<file path="src/rtl/core/com_pkg.sv">
// com_pkg: shared types and constants of the cell outflow minimization unit
// no dependencies
`default_nettype none
package com_pkg;
  localparam int unsigned WORD_W = 32;
  localparam int unsigned FLOW_W = 31;
  localparam int unsigned RATE_W = 17;
  localparam int unsigned NBR_N  = 4;
  localparam int unsigned CELL_N = NBR_N + 1;
  // wide sum: up to 5 cells of 33 bits plus mass
  localparam int unsigned SUM_W  = 37;
  localparam int unsigned PROD_W = SUM_W + 3;

  localparam logic [0:0] REG_EPSILON = 1'b0;
  localparam logic [0:0] REG_RATE    = 1'b1;

  localparam logic [FLOW_W-1:0] EPS_RESET  = 31'd66;
  localparam logic [RATE_W-1:0] RATE_RESET = 17'd32768;

  typedef logic signed [SUM_W-1:0]  sum_t;
  typedef logic [2:0]               cnt_t;

  typedef struct packed {
    logic [FLOW_W-1:0] center_debris;
    logic signed [WORD_W-1:0] center_altitude;
    logic signed [WORD_W-1:0] north_level;
    logic signed [WORD_W-1:0] west_level;
    logic signed [WORD_W-1:0] east_level;
    logic signed [WORD_W-1:0] south_level;
    logic [NBR_N-1:0] neighbour_present;
  } in_beat_t;

  typedef struct packed {
    logic [FLOW_W-1:0] flow_north;
    logic [FLOW_W-1:0] flow_west;
    logic [FLOW_W-1:0] flow_east;
    logic [FLOW_W-1:0] flow_south;
  } out_beat_t;

  // reciprocal of counts 1..5 in Q1.36 rounded up, exact for dividends below 2^34
  function automatic logic [36:0] recip(input cnt_t c);
    logic [36:0] r;
    begin
      case (c)
        3'd1:    r = 37'd68719476736;
        3'd2:    r = 37'd34359738368;
        3'd3:    r = 37'd22906492246;
        3'd4:    r = 37'd17179869184;
        3'd5:    r = 37'd13743895348;
        default: r = 37'd0;
      endcase
      return r;
    end
  endfunction
endpackage
`default_nettype wire

</file>
<file path="src/rtl/core/com_elim.sv">
// com_elim: one elimination pass over the five cells (registered stage)
// depends on com_pkg
`default_nettype none
module com_elim (
  input  wire logic                       clk,
  input  wire logic                       en,
  input  wire logic signed [com_pkg::SUM_W-1:0] mass,
  input  wire logic [com_pkg::CELL_N-1:0] gone_i,
  input  wire logic signed [com_pkg::SUM_W-1:0] u0,
  input  wire logic signed [com_pkg::SUM_W-1:0] u1,
  input  wire logic signed [com_pkg::SUM_W-1:0] u2,
  input  wire logic signed [com_pkg::SUM_W-1:0] u3,
  input  wire logic signed [com_pkg::SUM_W-1:0] u4,
  output logic [com_pkg::CELL_N-1:0]      gone_r,
  output logic signed [com_pkg::SUM_W-1:0] sum_r,
  output com_pkg::cnt_t                   cnt_r
);
  localparam int unsigned PROD_W = com_pkg::PROD_W;

  logic signed [com_pkg::SUM_W-1:0] u [com_pkg::CELL_N];
  logic signed [com_pkg::SUM_W-1:0] sum_nxt;
  com_pkg::cnt_t cnt_nxt;
  logic [com_pkg::CELL_N-1:0] gone_nxt;
  logic signed [PROD_W-1:0] lhs;

  assign u[0] = u0;
  assign u[1] = u1;
  assign u[2] = u2;
  assign u[3] = u3;
  assign u[4] = u4;

  // average and drop cells at or above it; sum/count describe the pass input set
  always_comb begin
    sum_nxt = mass;
    cnt_nxt = '0;
    for (int i = 0; i < com_pkg::CELL_N; i++) begin
      if (!gone_i[i]) begin
        sum_nxt = sum_nxt + u[i];
        cnt_nxt = cnt_nxt + 3'd1;
      end
    end
    for (int i = 0; i < com_pkg::CELL_N; i++) begin
      lhs = PROD_W'(u[i]) * $signed({1'b0, cnt_nxt});
      gone_nxt[i] = gone_i[i] || (lhs >= PROD_W'(sum_nxt));
    end
  end

  always_ff @(posedge clk) begin
    if (en) begin
      gone_r <= gone_nxt;
      sum_r  <= sum_nxt;
      cnt_r  <= cnt_nxt;
    end
  end
endmodule
`default_nettype wire

</file>
<file path="config.mk">
export PLATFORM = sky130hd
export DESIGN_NAME = com_elim
export DESIGN_NICKNAME = d
export VERILOG_FILES = /design/src/rtl/core/com_pkg.sv /design/src/rtl/core/com_elim.sv
export SDC_FILE = /design/constraint.sdc
export NUM_CORES = 1
export LEC_CHECK = 0
export ABC_CLOCK_PERIOD_IN_PS = 21600
export BUFFER_PORTS_ARGS = -buffer_cell sky130_fd_sc_hd__buf_2
export CORE_UTILIZATION = 65
export CTS_CLUSTER_DIAMETER = 80
export CTS_CLUSTER_SIZE = 14
export DETAILED_ROUTE_END_ITERATION = 16
export MAX_ROUTING_LAYER = met4
export PLACE_DENSITY = 0.93
export SYNTH_ARGS = -nofsm -noshare
export SYNTH_HDL_FRONTEND = slang
export SYNTH_SLANG_ARGS = --single-unit
</file>
<file path="constraint.sdc">
create_clock -name clk -period 21.6 [get_ports clk]
set_clock_uncertainty 0.1 [all_clocks]
set_input_delay 4.32 -clock clk [delete_from_list [all_inputs] [get_ports clk]]
set_output_delay 4.32 -clock clk [all_outputs]
set_load 0.02 [all_outputs]
</file>
==> reports/metrics.yaml <==
status:
  run_status: "finished, final reports clean"
power_and_ir_drop:
  pwr_density_cell_nw_per_um2: 136
  peakVddDrop_uv: 153
  p_leak_nw: 22.1
synth:
  ys_warn_count: 0
  yosys.area_share.simple_pct: 21.1
  synth.net_count: 6474
  synth_xor_area_share_pct: 7.33
  muxShareOfSynthArea_pct: 2.63
  synth_compound_area_share_pct: 21.3
  ys_types: 96
  synthCells: 5299
  synth_seq_cells: 45
  synth.cell_area_um2: 38700
  synth_edf_count: 45
  synth_top_family_by_area: "adder cells"
  synthAdderAreaFrac_pct: 34.3
  synth.avg_cell_area_um2: 7.30
  synthArstFlopShare_pct: 0
  synth_ff_type: "edfxtp_1"
  ys_seq_area_share_pct: 3.49
detailed_routing:
  top_layer_used: "met4"
  routed_wl_mm: 132
  wl_met3_mm: 15.3
  wl_met1_mm: 51.2
  first_pass_iters: 7
  ant_nets: 0
  routed-via-count: 39400
  post_drt_wl_per_cell_um: 21.0
  drt_iter0_drc: 3354
  wl_met2_mm: 55.0
  drcViolationCount: 0
  viasPerCell: 6.25
floorplan:
  start_util_pct: 65.7
  dieArea_um2: 60500
  rows: 89
  core_area_um2: 58900
  ios: 274
  die_x_um: 246
  fp.dieH_um: 246
layout:
  drive_gt1_share_pct: 8.17
  nets: 6667
  seq_area_um2: 1350
  final_cell_mix: "877 x inv_1, 756 x ha_1, 455 x nand2_1"
  num-fill-cells: 4865
  multi_input_area_um2: 33600
  layout_commonest_cell: "inv_1"
  stdcell_area_um2: 41200
  syn2layout_area_growth_pct: 6.38
cts:
  clock-sinks: 45
  cts_setup_buffers: 0
  clk_pin_slew_ns: 0.09
  cts_tree: "built"
  holdBufCountCts: 0
  cts-root-buf: "clkbuf_16"
  cts_made_buffers: 5
  h-tree-depth: 2
  clock_path_buffers: 2
  cts-resized-gates: 0
global_routing:
  grt_max_degree: 133
  grt_pass1_wl_mm: 202
  antenna_found_initial: 19
  globalRoute.totalOverflow: 0
  grtUsageTotal_pct: 44.3
  grt_pass1_vias: 37300
sta:
  setup_viol: 0
  hold_viol: 0
  period_minus_slack_ns: 18.18
  rsz0062_at_grt: "false"
  drv_slew: 0
  min_period_over_period_pct: 84.1
  finalSetupTns_ns: 0
  maxSlewHeadroom_pct: 7.38
  tightest_slew_ns: 1.37
  max_freq_mhz: 55.0
setup_path:
  cp_data_arrival_time_ns: 18.11
  crit_slowest_cell: "a21oi_1"
  path_class: "in2reg"
  max_stage_delay_ns: 0.91
  path_max_fanout: 6
  required_ns: 21.54
  endpoint_kind: "register"
  start_kind: "primary input"
  cpMostUsedCell: "o21ai_0"
placed_design:
  io_buffer_count: 273
  dp_hpwl_mm: 109
  placed_area_um2: 40900
  gp_congestion: 1.09
hold_path:
  hp-class: "in2reg"
flow_run:
  maxCapViolations: 0
## registers in the layout, summed over array words and instances, names as in the netlist
signal and flops:
cnt_r 3, gone_r 5, sum_r 37
## final cells by class
cell class / count / share of cell area (%)
Multi-Input combinational cell: 4248 / 81.7
Inverter: 882 / 8.06
Timing Repair Buffer: 310 / 4.02
Sequential cell: 45 / 3.28
Tap cell: 773 / 2.35
Clock buffer: 5 / 0.304
Antenna cell: 38 / 0.231
Clock inverter: 3 / 0.0517
## cell usage after synthesis (34+ instances only)
cell type | instances | area share (%)
inv_1 | 877 | 8.5
ha_1 | 756 | 24
nand2_1 | 455 | 4.4
a21oi_1 | 397 | 5.1
and2_1 | 389 | 6.3
nor2_1 | 256 | 2.5
o21ai_0 | 241 | 3.1
a21o_1 | 232 | 4.5
xnor2_1 | 218 | 4.9
fa_1 | 190 | 9.8
clkbuf_1 | 115 | 1.1
xor2_1 | 103 | 2.3
nand4_1 | 83 | 1.3
nand3_1 | 78 | 1.0
nor3_1 | 74 | 0.96
nor2b_1 | 64 | 1.0
mux2_2 | 62 | 1.8
o21a_1 | 58 | 1.1
o21bai_1 | 55 | 1.1
nand2b_1 | 50 | 0.81
edfxtp_1 | 45 | 3.5
a211oi_1 | 36 | 0.70
a31oi_1 | 34 | 0.55
## per-stage QoR
stage | cells | hold WS (ns) | power (mW) | setup WS, ns | utilization, %
2_1_floorplan | 5299 | 4.33 | 3.78 | 5.79 | -
3_3_place_gp | 6258 | 4.66 | 5.10 | 3.75 | 69.5
3_5_place_dp | 6258 | 4.66 | 5.27 | 3.59 | 69.5
4_1_cts | 6266 | 4.57 | 5.40 | 3.90 | 69.7
5_1_grt | 6293 | 4.61 | 6.06 | 2.79 | 69.8
6_report | 6304 | 4.59 | 5.60 | 3.42 | 69.9
## critical path, delay by kind of cell
| kind | cells | cell delay (ns) |
|---|---|---|
| adders and majority gates | 8 | 2.67 |
| xor gates and xnor gates | 4 | 0.40 |
| buffers and inverters | 2 | 0.16 |
| AOI/OAI and AO/OA | 29 | 7.41 |
| and+or+nand+nor | 15 | 2.81 |
| muxes | 1 | 0.30 |
## cells by family after synthesis
logic type | Yosys count
AO/OA/AOI/OAI | 1284
XOR/XNOR | 322
adder cells (fa/ha/maj) | 949
buffers and inverters | 1006
flip-flops | 45
multiplexers | 94
AND/OR/NAND/NOR | 1599
## power breakdown
part / switching [mW] / internal (mW) / total (mW)
logic: 3.27 / 2.06 / 5.33
registers: 0.0200 / 0.162 / 0.182
clock network: 0.0481 / 0.0436 / 0.0917
total: 3.33 / 2.27 / 5.60
## worst paths after layout
check / from / to / slack [ns] / cells past startpoint
setup / recovery: u0[0] / gone_r[4] / 3.42 / 59
hold / removal: u4[1] / sum_r[1] / 4.59 / 4
## layer usage
metal | up-vias | GRT usage, %
li1 | 18500 | -
met1 | 18400 | 52.8
met2 | 2011 | 65.5
met3 | 480 | 10.9
met4 | 0 | 30.4
met5 | - | -
No activity file was read; power rests on OpenSTA's default activity.
